$ cat src/rtl/ctl_pkg.sv
// Shared constants and width helpers for the closed tour length block.
// Used by ctl_edge_square, ctl_isqrt and closed_tour_length; has no dependencies of its own.
package ctl_pkg;

   localparam int MAX_CITIES_DEF = 1024;
   localparam int COORD_BITS_DEF = 16;

   localparam int INDEX_BITS     = 10;
   localparam int COORD_IN_BITS  = 16;
   localparam int LEN_BITS       = 27;
   localparam int SQSUM_BITS     = 44;
   localparam int COUNT_BITS     = 11;
   localparam int COUNT_LIMIT    = 2047;
   localparam int SQ_LIMIT_BITS  = 64;

   localparam logic KIND_WRITE = 1'b0;
   localparam logic KIND_VISIT = 1'b1;

   // Width of one squared edge length after saturation to 64 bits.
   function automatic int sq_width(input int coord_bits);
      return (2 * coord_bits + 2 > SQ_LIMIT_BITS) ? SQ_LIMIT_BITS : 2 * coord_bits + 2;
   endfunction

   // Number of result bits of the integer square root of such a value.
   function automatic int root_width(input int coord_bits);
      return (sq_width(coord_bits) + 1) / 2;
   endfunction

endpackage

$ cat src/rtl/ctl_edge_square.sv
// Squared length of one edge: difference, square and sum in three register stages.
// Depends on ctl_pkg for the saturated width of the result.
module ctl_edge_square #(
   parameter int COORD_BITS = ctl_pkg::COORD_BITS_DEF
) (
   input  logic                          clock,
   input  logic                          reset,
   input  logic                          start,
   input  logic signed [COORD_BITS-1:0]  a_x,
   input  logic signed [COORD_BITS-1:0]  a_y,
   input  logic signed [COORD_BITS-1:0]  b_x,
   input  logic signed [COORD_BITS-1:0]  b_y,
   output logic                          sq_valid,
   output logic [ctl_pkg::sq_width(COORD_BITS)-1:0] sq
);

   localparam int DW   = COORD_BITS + 1;
   localparam int PW   = 2 * COORD_BITS + 1;
   localparam int FW   = 2 * COORD_BITS + 2;
   localparam int SQCW = ctl_pkg::sq_width(COORD_BITS);

   logic signed [DW-1:0] dx_in, dy_in, dx_ff, dy_ff;
   logic signed [FW-1:0] fx, fy;
   logic [PW-1:0]        px_ff, py_ff;
   logic [FW-1:0]        sum;
   logic [SQCW-1:0]      sq_in, sq_ff;
   logic                 v1_ff, v2_ff, v3_ff;

   assign dx_in = DW'(a_x) - DW'(b_x);
   assign dy_in = DW'(a_y) - DW'(b_y);
   assign fx    = dx_ff * dx_ff;
   assign fy    = dy_ff * dy_ff;
   assign sum   = FW'(px_ff) + FW'(py_ff);

   generate
      if (FW > SQCW) begin : g_clamp
         assign sq_in = (|sum[FW-1:SQCW]) ? '1 : sum[SQCW-1:0];
      end else begin : g_plain
         assign sq_in = sum;
      end
   endgenerate

   always_ff @(posedge clock) begin
      if (reset) begin
         v1_ff <= 1'b0;
         v2_ff <= 1'b0;
         v3_ff <= 1'b0;
      end else begin
         v1_ff <= start;
         v2_ff <= v1_ff;
         v3_ff <= v2_ff;
      end
      if (start) begin
         dx_ff <= dx_in;
         dy_ff <= dy_in;
      end
      if (v1_ff) begin
         px_ff <= fx[PW-1:0];
         py_ff <= fy[PW-1:0];
      end
      if (v2_ff) begin
         sq_ff <= sq_in;
      end
   end

   assign sq_valid = v3_ff;
   assign sq       = sq_ff;

endmodule

$ cat config.mk
export PLATFORM = sky130hd
export DESIGN_NAME = ctl_edge_square
export DESIGN_NICKNAME = d
export VERILOG_FILES = /design/src/rtl/ctl_pkg.sv /design/src/rtl/ctl_edge_square.sv
export SDC_FILE = /design/constraint.sdc
export NUM_CORES = 2
export LEC_CHECK = 0
export BUFFER_PORTS_ARGS = -buffer_cell sky130_fd_sc_hd__buf_2
export CAP_MARGIN = 10
export CORE_MARGIN = 3
export CORE_UTILIZATION = 55
export CTS_CLUSTER_SIZE = 24
export DETAILED_ROUTE_END_ITERATION = 10
export GPL_ROUTABILITY_DRIVEN = 0
export PLACE_DENSITY = 0.82
export SETUP_SLACK_MARGIN = 0.2
export SLEW_MARGIN = 30
export SYNTH_ARGS = -nofsm -noshare
export SYNTH_HDL_FRONTEND = slang
export SYNTH_SLANG_ARGS = --single-unit
$ cat constraint.sdc
create_clock -name clock -period 20.1 [get_ports clock]
set_input_delay 4.02 -clock clock [delete_from_list [all_inputs] [get_ports clock]]
set_output_delay 4.02 -clock clock [all_outputs]
set_load 0.02 [all_outputs]
After elaboration in Yosys (flattened, before gate mapping)
Cells that the tools add are included.
W data, S select, Z words.
- add/sub/neg operators: 3
- multiply operators: 2
- operators with widths (operator ; number):
    $mul A17 B17 Y33 ; 2
    $add A33 B33 Y34 ; 1
    $sub A16 B16 Y17 ; 2
- input bits: 67
- bits in registers: 137

Depth between registers and ports, before layout
- word-level depth: 1
- mapped depth: 26

Worst setup path before layout
OpenSTA, ideal clock, no wires.
- path type: register to register
- from: register dx_ff[16]
- to: register px_ff[31], data pin
- setup time: 0.270 ns
- arrival: 6.069 ns
- slack: 13.761 ns
- path buffers: 2
- period minus slack after synthesis: 6.339 ns
- required time: 19.830 ns
- cell stages (with the launch flop): 24
- cells stage by stage: edfxtp_1 > clkbuf_1 > clkbuf_1 > and2_1 > fa_1 > inv_1 > fa_1 > fa_1 > inv_1 > fa_1 > fa_1 > inv_1 > fa_1 > inv_1 > ha_1 > and4_4 > a21oi_2 > o21ai_2 > a2111oi_4 > a2bb2oi_2 > o21ai_2 > a211o_1 > a32oi_1 > o311ai_1
- word-level cells in the longest chain between the ends: 1
- RTL lines (item ; line ; RTL):
    from (decl) ; ctl_edge_square.sv:22 ; logic signed [DW-1:0] dx_in, dy_in, dx_ff, dy_ff;
    from (signal assigned) ; ctl_edge_square.sv:54 ; dx_ff <= dx_in;
    $mul A17 B17 Y33 ; ctl_edge_square.sv:31 ; assign fx = dx_ff * dx_ff;
    net fx[31] ; ctl_edge_square.sv:23 ; logic signed [FW-1:0] fx, fy;
    to (signal assigned) ; ctl_edge_square.sv:58 ; px_ff <= fx[PW-1:0];
    to (decl) ; ctl_edge_square.sv:24 ; logic [PW-1:0] px_ff, py_ff;
The timed path passes the listed nets, and every way through them passes these cells.
A chain may end at the register's enable or synchronous reset.

Final worst setup path
- from: register dy_ff[2]
- to: register py_ff[31], data pin
- word-level cells in the longest chain between the ends: 1
- RTL lines (item ; line ; RTL):
    from (decl) ; ctl_edge_square.sv:22 ;
    from (signal assigned) ; ctl_edge_square.sv:55 ; dy_ff <= dy_in;
    $mul A17 B17 Y33 ; ctl_edge_square.sv:32 ; assign fy = dy_ff * dy_ff;
    net fy[31] ; ctl_edge_square.sv:23 ;
    to (signal assigned) ; ctl_edge_square.sv:59 ; py_ff <= fy[PW-1:0];
    to (decl) ; ctl_edge_square.sv:24 ;
The timed path passes the listed nets, and every way through them passes these cells.

==> summary.txt <==
Setup path
  – CP max FO: 21
  – WS Path Type: reg -> reg
  – Critical Path End Type: flip-flop
  – Most frequent CP cell: fa_1
  – Crit path required time: 20.31 ns
  – CP startpoint kind: flip-flop
  – WP buf/inv: 4
  – Max stage delay on crit path: 0.75 ns
  – CP delay by family, top: adder cells
  – Slowest cell on the critical path: fa_1
  – Worst path cell trace: and2_1, fa_1, inv_1, fa_1, inv_1, fa_1, fa_1, fa_1, inv_1, fa_1, inv_1, ha_1, a2111oi_0, o31ai_1, a31oi_1, o21ai_2, a211o_1, a21oi_2, xnor2_1
  – Critical path data arrival time: 7.26 ns

Clock tree
  – CTS Buffer Depth: 2
  – Hold-fix buffers, CTS: 0
  – Num CTS Buffers: 17
  – Setup Buffers After CTS: 0
  – Reg clk slew, reported paths: 0.07 ns
  – CTS tree: yes
  – CTS root buffer: clkbuf_16
  – Post-CTS Resized: 0
  – Clock Latency Late Sink: 0.46 ns
  – # clock sinks: 135
  – Htree depth: 4

STA
  – Worst slew margin: 38.54%
  – Final worst-path cycle share: 35.06%
  – Final setup vio count: 0
  – Final Hold Vio Count: 0
  – Worst-Margin Slew: 0.9219 ns
  – RSZ-0062 raised after global routing: false
  – Tmin final: 7.047 ns
  – Final setup margin: 13.05 ns
  – Slew Limit Fails: 0
  – Final worst clock skew: 0.01762 ns
  – Fmax: 141.9 MHz
  – Post-Route Setup TNS: 0 ns

Job
  – Max-cap violations: 0

Synth
  – Register bit count reported by yosys: 135
  – Asr flop ratio synth: 0%
  – Yosys synthesis warning count: 0
  – Top-area cell type share of the netlist area: 39.98%
  – Syn_nets: 3490
  – Distinct cells, synth: 66
  – Primary FF master, synth: edfxtp_1
  – Mapped Cells: 2660
  – Syn Area/Cell: 9.846 um2
  – Top cells by count, synth: inv_1 (751), fa_1 (523), ha_1 (240), nand2_1 (196), edfxtp_1 (132)
  – Top cell type by total area after synthesis: fa_1
  – Post-synth EDFFs: 132
  – Synth Cell Area: 26190 um2
  – Post-synthesis sequential area ratio: 15.36%
  – Synth area leaders: fa_1 (40%), edfxtp_1 (15%), ha_1 (11%)
  – Most frequent cell after synthesis: inv_1

GRT
  – Global Route Usage Sum: 23.35%
  – Initial antenna violation count: 3
  – Grt ovf: 0
  – Vias in the first global route: 20355
  – Global-route wire length before repair: 94030 um
  – Largest net degree at the start of global routing: 65

Floorplanning
  – Top Ports: 102
  – DIE HEIGHT: 224.2 um
  – Core Rows: 79
  – Initial Utilization: 56.02%
  – Core Area: 46750 um2
  – Chip width: 224.2 um
  – Die area: 50270 um2

Route
  – Detail Route Antenna Nets: 0
  – DRC: 0
  – Final WL: 55440 um
  – Drt first pass iters: 6
  – Drt first-iter violations: 1301
  – Routed len/inst: 16.55 um
  – Via count: 18174
  – Vias per inst: 5.425

Min path
  – Worst Hold Class: reg -> reg

Placed design
  – Pre-CTS setup slack: 13.16 ns
  – I/O Buffers: 101
  – Placed cell areas: 27270 um2
  – Post-detail-place hpwl: 46070 um

Final layout
  – Post-layout instance area: 27890 um2
  – Layout cells sized above 1: 6.198%
  – Fin nets: 3560
  – Area growth from synthesis to layout: 6.502%
  – # diodes: 0

Status
  – Status: finished, final reports clean
-- final timing paths --
| path | startpoint | end | slack [ns] | cells past startpoint |
|---|---|---|---|---|
| setup / recovery | dy_ff[2] | py_ff[31] | 13.05 | 19 |
| hold / removal | v1_ff | v2_ff | 0.46 | 1 |
| setup reg to reg | dy_ff[2] | py_ff[31] | 13.05 | 19 |
| hold reg to reg | v1_ff | v2_ff | 0.46 | 1 |
-- kinds of logic after synthesis --
| family | count (synthesis) | synth area share (%) |
|---|---|---|
| DFF | 135 | 15.36 |
| muxes | 2 | 0.08599 |
| and+or+nand+nor | 555 | 10.10 |
| AOI/OAI and AO/OA | 276 | 7.243 |
| xor gates and xnor gates | 125 | 4.180 |
| adders and majority gates | 763 | 51.44 |
| buffers and inverters | 804 | 11.58 |
-- registers in the layout, summed over array words and instances (netlist names) --
signal and count:
sq 34, dy_ff 17, py_ff 32, dx_ff 17, v2_ff 1, v1_ff 1
sq_valid 1, px_ff 32
-- metrics by stage --
step	cells	hold WS (ns)	util, %
3_5_place_dp	3318	0.4557	58.32
5_1_grt	3350	0.4748	59.66
2_1_floorplan	2660	0.5128	-
4_1_cts	3350	0.4682	59.66
6_report	3350	0.4639	59.66
3_3_place_gp	3318	0.4416	58.32
-- metal layers --
metal  up-vias  share of wire [%]  track usage (%)
met2       650                 52            41.71
met4         0                3.1            8.038
met3       139                6.3            3.028
met1      9169                 39            29.53
met5         -                  0                0
li1       8216                  -                -
-- cell usage in the layout, fill, tap and decap left out, types with 75 or more instances in the layout --
cell type / count
nor2_1: 119
a21oi_1: 75
fa_1: 523
inv_1: 751
xnor2_1: 94
nand2_1: 196
and2_1: 100
buf_2: 101
edfxtp_1: 132
ha_1: 240
-- final cells by class --
type                    count  area (um2)
fillers                  3709       18860
repair buffers            104       528.0
clock buffers              18       429.2
well taps                 607       759.5
flip-flops and latches    135        4026
clock inverters            14       197.7
multi-input cells        1721       19130
inverters                 751        2819
Power is left out: the tool's default activity adds up to more than one toggle a clock period on the data nets, which glitch-free logic cannot reach.
