[config.mk]
export PLATFORM = sky130hd
export DESIGN_NAME = ctl_isqrt
export DESIGN_NICKNAME = d
export VERILOG_FILES = /design/src/rtl/ctl_pkg.sv /design/src/rtl/ctl_isqrt.sv
export SDC_FILE = /design/constraint.sdc
export NUM_CORES = 1
export LEC_CHECK = 0
export ABC_AREA = 0
export BUFFER_PORTS_ARGS = -buffer_cell sky130_fd_sc_hd__buf_4
export CORE_ASPECT_RATIO = 1.2
export CORE_UTILIZATION = 30
export CTS_CLUSTER_DIAMETER = 120
export DETAILED_ROUTE_END_ITERATION = 16
export HOLD_SLACK_MARGIN = 0.06
export PLACE_DENSITY = 0.55
export SYNTH_ARGS = -nofsm -noshare
export SYNTH_HDL_FRONTEND = slang
export SYNTH_SLANG_ARGS = --single-unit
[constraint.sdc]
create_clock -name clock -period 2.1 [get_ports clock]
set_input_delay 0.42 -clock clock [delete_from_list [all_inputs] [get_ports clock]]
set_output_delay 0.42 -clock clock [all_outputs]
set_load 0.01 [all_outputs]
[src/rtl/ctl_pkg.sv]
// Shared constants and width helpers for the closed tour length block.
// Used by ctl_edge_square, ctl_isqrt and closed_tour_length; has no dependencies of its own.
package ctl_pkg;

   localparam int MAX_CITIES_DEF = 1024;
   localparam int COORD_BITS_DEF = 16;

   localparam int INDEX_BITS     = 10;
   localparam int COORD_IN_BITS  = 16;
   localparam int LEN_BITS       = 27;
   localparam int SQSUM_BITS     = 44;
   localparam int COUNT_BITS     = 11;
   localparam int COUNT_LIMIT    = 2047;
   localparam int SQ_LIMIT_BITS  = 64;

   localparam logic KIND_WRITE = 1'b0;
   localparam logic KIND_VISIT = 1'b1;

   // Width of one squared edge length after saturation to 64 bits.
   function automatic int sq_width(input int coord_bits);
      return (2 * coord_bits + 2 > SQ_LIMIT_BITS) ? SQ_LIMIT_BITS : 2 * coord_bits + 2;
   endfunction

   // Number of result bits of the integer square root of such a value.
   function automatic int root_width(input int coord_bits);
      return (sq_width(coord_bits) + 1) / 2;
   endfunction

endpackage

[src/rtl/ctl_isqrt.sv]
// Digit-recurrence integer square root, two radicand bits and one root bit per cycle.
// Depends on ctl_pkg for the radicand and root widths.
module ctl_isqrt #(
   parameter int COORD_BITS = ctl_pkg::COORD_BITS_DEF
) (
   input  logic                                        clock,
   input  logic                                        reset,
   input  logic                                        start,
   input  logic [ctl_pkg::sq_width(COORD_BITS)-1:0]    radicand,
   output logic                                        done,
   output logic [ctl_pkg::root_width(COORD_BITS)-1:0]  root
);

   localparam int SQCW = ctl_pkg::sq_width(COORD_BITS);
   localparam int RW   = ctl_pkg::root_width(COORD_BITS);
   localparam int CW   = $clog2(RW + 1);

   logic [2*RW-1:0] rad_ff;
   logic [RW:0]     rem_ff;
   logic [RW-1:0]   root_ff;
   logic [CW-1:0]   cnt_ff;
   logic            busy_ff, done_ff;
   logic [RW+2:0]   shifted, trial, diff;
   logic            ge;

   assign shifted = {rem_ff, rad_ff[2*RW-1 -: 2]};
   assign trial   = {1'b0, root_ff, 2'b01};
   assign diff    = shifted - trial;
   assign ge      = shifted >= trial;

   always_ff @(posedge clock) begin
      if (reset) begin
         busy_ff <= 1'b0;
         done_ff <= 1'b0;
         cnt_ff  <= '0;
      end else begin
         done_ff <= 1'b0;
         if (start) begin
            busy_ff <= 1'b1;
            cnt_ff  <= CW'(RW);
         end else if (busy_ff) begin
            cnt_ff <= cnt_ff - 1'b1;
            if (cnt_ff == CW'(1)) begin
               busy_ff <= 1'b0;
               done_ff <= 1'b1;
            end
         end
      end
      if (start) begin
         rad_ff  <= (2*RW)'(radicand);
         rem_ff  <= '0;
         root_ff <= '0;
      end else if (busy_ff) begin
         rad_ff  <= {rad_ff[2*RW-3:0], 2'b00};
         rem_ff  <= ge ? diff[RW:0] : shifted[RW:0];
         root_ff <= {root_ff[RW-2:0], ge};
      end
   end

   assign done = done_ff;
   assign root = root_ff;

endmodule

-- Word-level counts from Yosys, hierarchy flattened
Cells that the tools add are included.
- flip-flop bits (word level): 76
- output and inout bits: 18
- multiplexer cells: 9
- equality and inequality tests: 1
- reductions and logical operators: 3
- add/sub/neg operators: 2
- order comparisons: 1
- bitwise gates (word level): 1
- operators by type and width (operator ; number):
    $mux W34 ; 2
    $ge A20 B19 Y1 ; 1
    $mux W18 ; 1
    $sub A18 B18 Y18 ; 1
    $mux W5 ; 2
    $eq A5 B1 Y1 const B ; 1
    $sub A5 B1 Y5 const B ; 1
    $mux W1 ; 4
    $reduce_or A3 Y1 ; 1
    $reduce_bool A2 Y1 ; 1
    $reduce_or A2 Y1 ; 1
    $not A1 Y1 ; 1

-- Logic depth before layout (Yosys ltp)
Gate-level depths: netlist (run 1).
- depth after elaboration: 4
- gate-level depth with buffers: 11
- gate-level depth less buffers: 9

-- Least setup slack after synthesis (run 1)
Ideal clock, no wire load.
- path type: flip-flop to flip-flop
- start point: reg root_ff[15], in the netlist root[15]
- end point: reg rem_ff[0]
- period minus slack after synthesis: 2.397 ns
- required time: 2.021 ns
- setup slack: -0.297 ns
- stages on the path, launching flop included: 12
- data arrival time: 2.318 ns
- setup time: 0.079 ns
- cells stage by stage: dfxtp_1 inv_1 ha_1 a21o_1 a211o_1 a211oi_2 nand3_2 and2_4 buf_12 buf_12 xnor2_2 a211oi_2
- cells in the longest elaborated chain, start to end: 2
- RTL lines (item ; RTL line ; text):
    start, declared ; ctl_isqrt.sv:20 ; logic [RW-1:0] root_ff;
    start signal, assigned ; ctl_isqrt.sv:56 ; root_ff <= {root_ff[RW-2:0], ge};
    $ge A20 B19 Y1 ; ctl_isqrt.sv:29 ; assign ge = shifted >= trial;
    $mux W18 ; ctl_isqrt.sv:55 ; rem_ff <= ge ? diff[RW:0] : shifted[RW:0];
    end signal, assigned ; ctl_isqrt.sv:55 ;
    end, declared ; ctl_isqrt.sv:19 ; logic [RW:0] rem_ff;
Every way passes these cells.
A chain may end at the register's enable or synchronous reset.

-- Worst setup path after layout (run 1)
- start point: reg root_ff[7], in the netlist root[7]
- end point: reg rem_ff[14]
- cells in the longest elaborated chain, start to end: 2
- elaborated cells between the ends (all ways): 3
- RTL lines (item ; RTL line):
    $sub A18 B18 Y18 / $ge A20 B19 Y1 (equally long branches) ; ctl_isqrt.sv:28, ctl_isqrt.sv:29
    $mux W18 * ; ctl_isqrt.sv:55
Every way passes the cells marked *; elsewhere a longest branch is shown, timed or not.

==> impl_metrics.csv, run 1 <==
group,metric,value,unit
critical_path,crit_chain,"inv_1, ha_4, a21oi_4, o211ai_2, a41oi_2, nand3_2, and2_4, buf_4, nor2_1, o32ai_2",
critical_path,crit_end,"rem_ff[14]$_SDFFE_PP0P_",
finish,area_delta_synth_final,41.9,%
critical_path,cp_data_arrival_time,2.33,ns
detailed_routing,num_vias,3326,
detailed_routing,first_pass_iters,4,
critical_path,cpMaxStageDelayCell,"dfxtp_2",
timing,holdWs,0.284,ns
critical_path,rrSetupSlack,-0.02,ns
global_routing,antenna_found_initial,0,
global_routing,grt_max_degree,43,
synthesis,ys_seq_area_frac,0.453,
clock_network,cts_buffers,9,
place,place_hpwl,6.64,mm
synthesis,synthTopCellsByArea,"edfxtp_1, dfxtp_1, mux2_2",
critical_path,worst_setup_path_end_kind,"register",
floorplanning,fp.coreArea,13300,um^2
flow_run,maxCapViolations,0,
synthesis,post-synth-top-area-fraction,0.248,
power,irDropWorstVdd,0.759,mV
critical_path,r2r_start,"root[7]$_SDFFE_PP0P_",
synthesis,yosys.area.top_type,"edfxtp_1",
floorplanning,die_w,109,um
synthesis,synth.most_common_cell,"nor2_1",
power,clkPwrFrac,0.204,
synthesis,syn_nets,448,
detailed_routing,wl_per_cell,14.6,um
min_path,min-delay-start,"reset",
clock_network,hold_buffers,0,
timing,rsz0062_at_grt,"yes",
synthesis,yosysUniqueCellTypes,54,
power,power_frac_comb,0.564,
detailed_routing,drc,0,
timing,period_share,1.01,
clock_network,clock_latency,0.34,ns
synthesis,postSynth.asyncResetShare,0,
critical_path,cp_top_family,"compound AO/OA/AOI/OAI gates",
finish,drive_above_1_share,0.470,
global_routing,grt_util_all_layers,0.146,
synthesis,syn_inst,390,
finish,nets,561,
finish,stdcell_count,676,
global_routing,gr-total-overflow,0,
critical_path,max_stage_delay,0.33,ns
timing,clock.fmax,472,MHz
timing,relSlewSlack,0.684,
critical_path,crit_path_start,"root[7]$_SDFFE_PP0P_",
timing,fin_ws,-0.0165,ns
synthesis,synth-seq-cells,76,
timing,slew_viol_final,0,
critical_path,path_max_fanout,6,
critical_path,rr_worst_depth,10,
clock_network,path_clk_slew,0.06,ns
critical_path,required,2.31,ns
global_routing,grt_pass1_wl,15.9,mm
place,portBuffers,54,
timing,fin_tns_setup,-0.0228,ns
floorplanning,row_count,46,
detailed_routing,drt_first_iter_violations,88,
finish,final_util,0.439,
synthesis,avgSynthCellArea,10.5,um^2
synthesis,ys_dominant_reg_cell,"dfxtp_1",
detailed_routing,drt-total-wl,9.88,mm
synthesis,syn-cell-area,4110,um^2
timing,finClkSkew,0.00777,ns
floorplanning,initial_utilization,0.309,
clock_network,root_buffer,"clkbuf_16",
detailed_routing,ant_nets,0,
min_path,min_path_type,"primary input to register",
power,internal_power,5.18,mW
timing,worstMarginPinSlew,0.472,ns
timing,setup_viol,2,
clock_network,cts_tree,"yes",
floorplanning,fp.dieH,130,um
place,place_inst,647,
floorplanning,pin_count,55,
power,switching_power,3.04,mW
synthesis,synth-edff-count,34,
clock_network,cts_max_level,3,
clock_network,clkSinkCount,76,
timing,fin_crit,2.12,ns
critical_path,path_class,"register to register",
outcome,status,"complete, but fails checks",
finish,antenna_cells,0,
power,p_leak,2.40,nW
synthesis,ys_top_cells_by_count,"nor2_1, dfxtp_1, edfxtp_1",
critical_path,timing.critical_path.buf_inv,2,
critical_path,critPathLaunchType,"register",
critical_path,r2r-end,"rem_ff[14]$_SDFFE_PP0P_",
clock_network,clockBufferDepth,2,
global_routing,grt_pass1_vias,3393,
power,power-per-cell-area,1410,nW/um^2
floorplanning,dieArea,14200,um^2
power,p_sw_frac,0.370,
synthesis,ys.warnings.count,0,
detailed_routing,viasPerCell,4.92,
critical_path,path_depth,10,
power,p_seq_frac,0.233,
timing,final_hold_viol_count,0,
place,place_congestion,0.799,
outcome,violations,"setup timing",
## cell families (layout without fill, tap and decap cells)
group	count (synthesis)	after routing	share of synthesized area
xor gates and xnor gates	16	16	0.0359
muxes	61	61	0.158
AOI/OAI and AO/OA	71	71	0.124
and+or+nand+nor	104	107	0.120
DFF	76	76	0.453
adders and majority gates	21	21	0.0639
buffers and inverters	41	156	0.0453
## through the flow
| stage | setup WS (ns) | instance area, um^2 | power, mW |
|---|---|---|---|
| global placement | -0.0625 | 5160 | 5.48 |
| floorplan | -0.0383 | 4220 | 4.85 |
| detailed placement | -0.0948 | 5160 | 5.55 |
| CTS | -0.0183 | 5610 | 7.68 |
| finish | -0.0165 | 5830 | 8.22 |
| global route | -0.128 | 5830 | 8.71 |
## how the worst min path moves through the flow
stage,to,depth (start not counted)
after floorplan,rem_ff[16]$_SDFFE_PP0P_,2
after global placement,rem_ff[17]$_SDFFE_PP0P_,2
after detailed placement,rem_ff[16]$_SDFFE_PP0P_,2
after CTS,busy_ff$_SDFF_PP0_,2
after global routing,busy_ff$_SDFF_PP0_,2
final,busy_ff$_SDFF_PP0_,2
## power groups by stage
| stage | logic, mW | clock network [mW] | registers (mW) |
|---|---|---|---|
| after floorplan | 2.95 | 0 | 1.90 |
| after global placement | 3.57 | 0 | 1.92 |
| after detailed placement | 3.62 | 0 | 1.92 |
| after CTS | 4.07 | 1.71 | 1.90 |
| after global routing | 5.01 | 1.77 | 1.93 |
| final | 4.63 | 1.68 | 1.91 |
## registers in the layout, indices dropped and copies added, names as in the netlist
register  cells
busy_ff       1
cnt_ff        5
done          1
rad_ff       34
rem_ff       18
root         17
## per-layer routing
| metal | share of wire | global-route usage | vias to the layer above | routed length [um] |
|---|---|---|---|---|
| li1 | - | - | 1624 | - |
| met1 | 0.42 | 0.160 | 1593 | 4120 |
| met2 | 0.48 | 0.242 | 80 | 4750 |
| met3 | 0.064 | 0.0504 | 29 | 629 |
| met4 | 0.038 | 0.0882 | 0 | 379 |
| met5 | 0 | 0 | - | 0 |
## cells in the final DEF, fill, tap and decap left out, types with 7 or more instances in the layout
| master | synthesis | routed |
|---|---|---|
| buf_4 | 0 | 111 |
| nor2_1 | 49 | 48 |
| edfxtp_1 | 34 | 34 |
| mux2_2 | 32 | 32 |
| mux2i_1 | 29 | 29 |
| dfxtp_1 | 42 | 28 |
| inv_1 | 26 | 23 |
| nand2_1 | 22 | 20 |
| ha_4 | 0 | 14 |
| dfxtp_2 | 0 | 13 |
| clkbuf_16 | 0 | 11 |
| o21ai_0 | 10 | 9 |
| xnor2_1 | 9 | 9 |
| a211oi_1 | 11 | 9 |
| a21oi_1 | 16 | 8 |
| a21oi_2 | 3 | 7 |
| ha_1 | 21 | 7 |
## area by class of cell
type,count,area (um^2)
tap,168,210
sequential,76,1880
multi-input combinational,276,2430
inverter,26,97.6
clock inverter,3,40.0
clock buffer,13,283
fill,1250,7460
timing repair buffer,114,893
## repair_timing
| action | 4_1_cts | 5_1_grt |
|---|---|---|
| setup buffers | 1 | 9 |
| endpoints found under the setup margin | 15 | 18 |
| resized for setup | 18 | 30 |
| pin swaps | 7 | 31 |
| cloned | 2 | 1 |
Power figures use the tool's default switching activity.
==> run 2, diff against run 1 <==
--- a/config.mk
+++ b/config.mk
@@ -6,13 +6,13 @@
 export NUM_CORES = 1
 export LEC_CHECK = 0
 export ABC_AREA = 0
-export BUFFER_PORTS_ARGS = -buffer_cell sky130_fd_sc_hd__buf_4
+export BUFFER_PORTS_ARGS = -buffer_cell sky130_fd_sc_hd__buf_2
 export CORE_ASPECT_RATIO = 1.2
 export CORE_UTILIZATION = 30
 export CTS_CLUSTER_DIAMETER = 120
 export DETAILED_ROUTE_END_ITERATION = 16
 export HOLD_SLACK_MARGIN = 0.06
-export PLACE_DENSITY = 0.55
+export PLACE_DENSITY = 0.6
 export SYNTH_ARGS = -nofsm -noshare
 export SYNTH_HDL_FRONTEND = slang
 export SYNTH_SLANG_ARGS = --single-unit
==> impl_metrics.csv, run 2 (synthesis results as in run 1) <==
group,metric,value,unit
outcome,status,"complete, but fails checks",
outcome,violations,"setup timing",
critical_path,rrSetupSlack,-0.03,ns
global_routing,busiest_layer,"met2",
min_path,min_path_type,"primary input to register",
timing,fin_tns_setup,-0.0328,ns
critical_path,path_max_fanout,6,
floorplanning,row_count,46,
detailed_routing,viasPerCell,4.87,
power,clkPwrFrac,0.213,
detailed_routing,first_pass_iters,4,
timing,period_share,1.02,
timing,worstMarginPinSlew,0.510,ns
place,place_congestion,0.866,
timing,setup_viol,1,
finish,drive_above_1_share,0.460,
critical_path,rr_worst_depth,9,
critical_path,critPathLaunchType,"register",
finish,area_delta_synth_final,37.2,%
floorplanning,fp.dieH,130,um
clock_network,hold_buffers,0,
detailed_routing,num_vias,3280,
global_routing,grt_util_all_layers,0.144,
clock_network,cts_buffers,9,
power,power_frac_comb,0.555,
global_routing,met1_usage,0.162,
finish,final_common_cell,"buf_4",
critical_path,r2r_start,"root[13]$_SDFFE_PP0P_",
place,place_hpwl,6.54,mm
global_routing,grt_util_met3,0.0470,
power,power,8.20,mW
flow_run,maxCapViolations,0,
min_path,whs_path_depth,2,
power,p_seq_frac,0.232,
timing,fin_crit,2.13,ns
detailed_routing,drt_first_iter_violations,89,
global_routing,antenna_found_initial,0,
timing,clock.fmax,469,MHz
timing,fin_ws,-0.0328,ns
critical_path,worst_setup_path_end_kind,"register",
floorplanning,die_w,109,um
timing,relSlewSlack,0.659,
timing,finClkSkew,0.00403,ns
timing,holdWs,0.336,ns
place,place_ws,-0.114,ns
timing,rsz0062_at_grt,"yes",
timing,slew_viol_final,0,
floorplanning,initial_utilization,0.309,
detailed_routing,wl_per_cell,14.4,um
power,p_leak,2.33,nW
place,portBuffers,54,
detailed_routing,ant_nets,0,
clock_network,clock_latency,0.33,ns
global_routing,gr-total-overflow,0,
clock_network,clockBufferDepth,2,
floorplanning,dieArea,14200,um^2
finish,nets,559,
power,power-per-cell-area,1450,nW/um^2
clock_network,cts_max_level,3,
critical_path,r2r-end,"rem_ff[13]$_SDFFE_PP0P_",
finish,design_area,5640,um^2
min_path,min-delay-start,"reset",
min_path,min_to,"busy_ff$_SDFF_PP0_",
floorplanning,pin_count,55,
finish,top_register,"rad_ff",
power,switching_power,3.02,mW
power,irDropWorstVdd,0.662,mV
detailed_routing,drt-total-wl,9.69,mm
global_routing,grt_pass1_wl,15.7,mm
finish,largest_reg_flops,34,
clock_network,clkSinkCount,76,
global_routing,grt_max_degree,35,
finish,layout_common_cells,"buf_4, buf_2, nor2_1, edfxtp_1, mux2_2",
floorplanning,fp.coreArea,13300,um^2
power,internal_power,5.18,mW
detailed_routing,drc,0,
global_routing,grt_pass1_vias,3385,
clock_network,path_clk_slew,0.06,ns
place,place_area,4990,um^2
clock_network,root_buffer,"clkbuf_16",
critical_path,required,2.30,ns
global_routing,grtUsageMet2,0.246,
power,p_sw_frac,0.369,
clock_network,cts_tree,"yes",
critical_path,cp_data_arrival_time,2.33,ns
critical_path,path_class,"register to register",
finish,antenna_cells,0,
timing,final_hold_viol_count,0,
-- run 2: worst max-delay path by stage --
stage | start | endpoint | slack (ns) | depth (start not counted)
2_1_floorplan | root[13]$_SDFFE_PP0P_ | rem_ff[0]$_SDFFE_PP0P_ | -0.04 | 11
3_3_place_gp | root[9]$_SDFFE_PP0P_ | rem_ff[10]$_SDFFE_PP0P_ | -0.04 | 9
3_5_place_dp | root[0]$_SDFFE_PP0P_ | rem_ff[13]$_SDFFE_PP0P_ | -0.11 | 9
4_1_cts | root[13]$_SDFFE_PP0P_ | rem_ff[7]$_SDFFE_PP0P_ | -0.03 | 9
5_1_grt | root[10]$_SDFFE_PP0P_ | rem_ff[13]$_SDFFE_PP0P_ | -0.13 | 9
6_report | root[13]$_SDFFE_PP0P_ | rem_ff[13]$_SDFFE_PP0P_ | -0.03 | 9
-- run 2: layout make-up --
type                            instances  area [um^2]
Multi-Input combinational cell        276         2400
Timing Repair Buffer                  112          722
Fill cell                            1262         7650
Sequential cell                        76         1880
Clock buffer                           11          233
Tap cell                              168          210
Clock inverter                          5          100
Inverter                               26         97.6
-- run 2: repair_timing --
item | CTS | global route
cloned | 3 | 0
resized for setup | 16 | 31
pin swaps | 12 | 24
buffers inserted | 2 | 8
setup endpoints to repair | 17 | 19
-- run 2: power groups by stage --
| stage | Clock [mW] | Sequential (mW) | Combinational, mW |
|---|---|---|---|
| after CTS | 1.79 | 1.90 | 3.98 |
| after global placement | 0 | 1.92 | 3.38 |
| after detailed placement | 0 | 1.92 | 3.44 |
| final | 1.75 | 1.91 | 4.55 |
| after global routing | 1.85 | 1.93 | 4.91 |
| after floorplan | 0 | 1.90 | 2.95 |
-- run 2: per-layer routing --
metal | vias to the layer above | wire [um] | share of wire
met4 | 0 | 209 | 0.022
met5 | - | 0 | 0
met1 | 1559 | 3970 | 0.41
met2 | 78 | 4930 | 0.51
met3 | 17 | 586 | 0.060
li1 | 1626 | - | -
-- run 2: critical path, stage by stage (launching register included) --
cell and delay [ns]:
dfxtp_2 0.32, inv_1 0.06, ha_4 0.28, nand2_1 0.09, o21ai_4 0.23, a21oi_1 0.08, o21bai_2 0.28, and2_4 0.28
mux2i_1 0.26, a211oi_1 0.11
-- run 2: metrics by stage --
| step | util | cells |
|---|---|---|
| finish | 0.424 | 674 |
| CTS | 0.410 | 666 |
| global route | 0.424 | 674 |
| detailed placement | 0.375 | 645 |
| global placement | 0.375 | 645 |
| floorplan | - | 390 |
==> run 3, diff against run 2 <==
--- a/config.mk
+++ b/config.mk
@@ -6,7 +6,7 @@
 export NUM_CORES = 1
 export LEC_CHECK = 0
 export ABC_AREA = 0
-export BUFFER_PORTS_ARGS = -buffer_cell sky130_fd_sc_hd__buf_2
+export BUFFER_PORTS_ARGS = -buffer_cell sky130_fd_sc_hd__buf_4
 export CORE_ASPECT_RATIO = 1.2
 export CORE_UTILIZATION = 30
 export CTS_CLUSTER_DIAMETER = 120
==> impl_metrics.csv, run 3 (synthesis results as in run 1) <==
group,metric,value,unit
outcome,violations,"setup timing",
floorplanning,row_count,46,
floorplanning,fp.dieH,130,um
global_routing,grt_pass1_wl,15.3,mm
clock_network,root_buffer,"clkbuf_16",
clock_network,clockBufferDepth,2,
place,place_hpwl,6.58,mm
place,place_area,5140,um^2
clock_network,clock_latency,0.34,ns
global_routing,grt_max_degree,49,
detailed_routing,first_pass_iters,5,
floorplanning,fp.coreArea,13300,um^2
timing,worstMarginPinSlew,0.527,ns
critical_path,critPathLaunchType,"register",
finish,top_register,"rad_ff",
timing,final_hold_viol_count,0,
detailed_routing,viasPerCell,4.89,
clock_network,cts_tree,"yes",
critical_path,worst_setup_path_end_kind,"register",
timing,finClkSkew,0.00560,ns
place,place_congestion,0.830,
place,portBuffers,54,
power,p_leak,2.33,nW
timing,clock.fmax,472,MHz
timing,period_share,1.01,
detailed_routing,drc,0,
detailed_routing,drt_first_iter_violations,125,
detailed_routing,num_vias,3289,
flow_run,maxCapViolations,0,
detailed_routing,ant_nets,0,
critical_path,cp_data_arrival_time,2.38,ns
timing,fin_crit,2.12,ns
clock_network,cts_buffers,9,
timing,setup_viol,5,
clock_network,hold_buffers,0,
timing,slew_viol_final,0,
detailed_routing,drt-total-wl,9.76,mm
power,power-per-cell-area,1410,nW/um^2
finish,nets,557,
critical_path,path_max_fanout,5,
min_path,min_path_type,"primary input to register",
clock_network,cts_max_level,3,
global_routing,grt_pass1_vias,3290,
floorplanning,dieArea,14200,um^2
clock_network,clkSinkCount,76,
floorplanning,pin_count,55,
timing,fin_ws,-0.0183,ns
finish,final_common_cell,"buf_4",
global_routing,gr-total-overflow,0,
floorplanning,initial_utilization,0.309,
outcome,status,"complete, but fails checks",
timing,fin_tns_setup,-0.0359,ns
finish,layout_common_cells,"buf_4, nor2_1, edfxtp_1, mux2_2, dfxtp_1",
floorplanning,die_w,109,um
critical_path,required,2.36,ns
finish,design_area,5760,um^2
timing,relSlewSlack,0.648,
finish,drive_above_1_share,0.478,
global_routing,antenna_found_initial,0,
global_routing,grt_util_all_layers,0.141,
timing,rsz0062_at_grt,"yes",
detailed_routing,wl_per_cell,14.5,um
critical_path,path_class,"register to register",
finish,antenna_cells,0,
power,irDropWorstVdd,0.735,mV
finish,area_delta_synth_final,40.2,%
finish,largest_reg_flops,34,
clock_network,path_clk_slew,0.06,ns
==> run 3: changes by cell type in the layout (fill, tap and decap cells not counted), sizes merged <==
cell / before / now
bufinv: 3 / 1
clkinv: 2 / 4
clkbuf: 11 / 10
buf: 112 / 110
clkinvlp: 0 / 1
==> run 3: report_power, final <==
group / internal (mW) / switching [mW] / leakage (nW) / total [mW]
sequential: 1.77 / 0.140 / 0.692 / 1.91
clock: 0.908 / 0.605 / 0.137 / 1.51
combinational: 2.37 / 2.36 / 1.50 / 4.73
==> run 3: worst paths after layout <==
kind | from | endpoint | slack (ns) | cells past startpoint
hold reg to reg | rem_ff[16]$_SDFFE_PP0P_ | rem_ff[16]$_SDFFE_PP0P_ | 0.47 | 2
hold / removal | reset | busy_ff$_SDFF_PP0_ | 0.29 | 2
setup reg to reg | root[13]$_SDFFE_PP0P_ | rem_ff[8]$_SDFFE_PP0P_ | -0.02 | 9
setup / recovery | root[13]$_SDFFE_PP0P_ | rem_ff[8]$_SDFFE_PP0P_ | -0.02 | 9
==> run 3: layout make-up <==
cell class,count,area (um^2)
Sequential cell,76,1880
Clock buffer,10,229
Clock inverter,6,55.1
Fill cell,1240,7530
Timing Repair Buffer,110,851
Multi-Input combinational cell,276,2440
Inverter,26,97.6
Tap cell,168,210
==> run 3: timing repair <==
action	in CTS	in global routing
buffers inserted	0	8
gates resized for setup	11	45
pin swaps	5	31
endpoints found under the setup margin	16	19
cloned	1	2
==> run 3: worst max-delay path, cell delays in order, from the launching register on <==
cell	delay, ns
dfxtp_2	0.32
inv_1	0.04
ha_1	0.35
a21oi_2	0.21
o21ai_4	0.11
a211oi_2	0.24
nand3_2	0.15
and2_4	0.22
mux2i_2	0.17
a211oi_2	0.22
==> run 3: per-layer routing <==
layer  part of all wire  GRT usage  vias to the layer above  routed length (um)
li1                   -          -                     1627                   -
met1               0.41      0.158                     1556                3990
met2               0.51      0.239                       85                4950
met3              0.056     0.0380                       21                 548
met4              0.028     0.0803                        0                 273
met5                  0          0                        -                   0
==> run 3: through the flow <==
| stage | setup slack (ns) | power (mW) | hold WS [ns] | std cells | utilization |
|---|---|---|---|---|---|
| after floorplan | -0.0383 | 4.85 | 0.431 | 390 | - |
| after global placement | -0.0462 | 5.42 | 0.443 | 645 | 0.386 |
| after detailed placement | -0.159 | 5.47 | 0.462 | 645 | 0.386 |
| after CTS | -0.0354 | 7.27 | 0.278 | 662 | 0.413 |
| after global routing | -0.138 | 8.63 | 0.286 | 672 | 0.433 |
| final | -0.0183 | 8.15 | 0.288 | 672 | 0.433 |
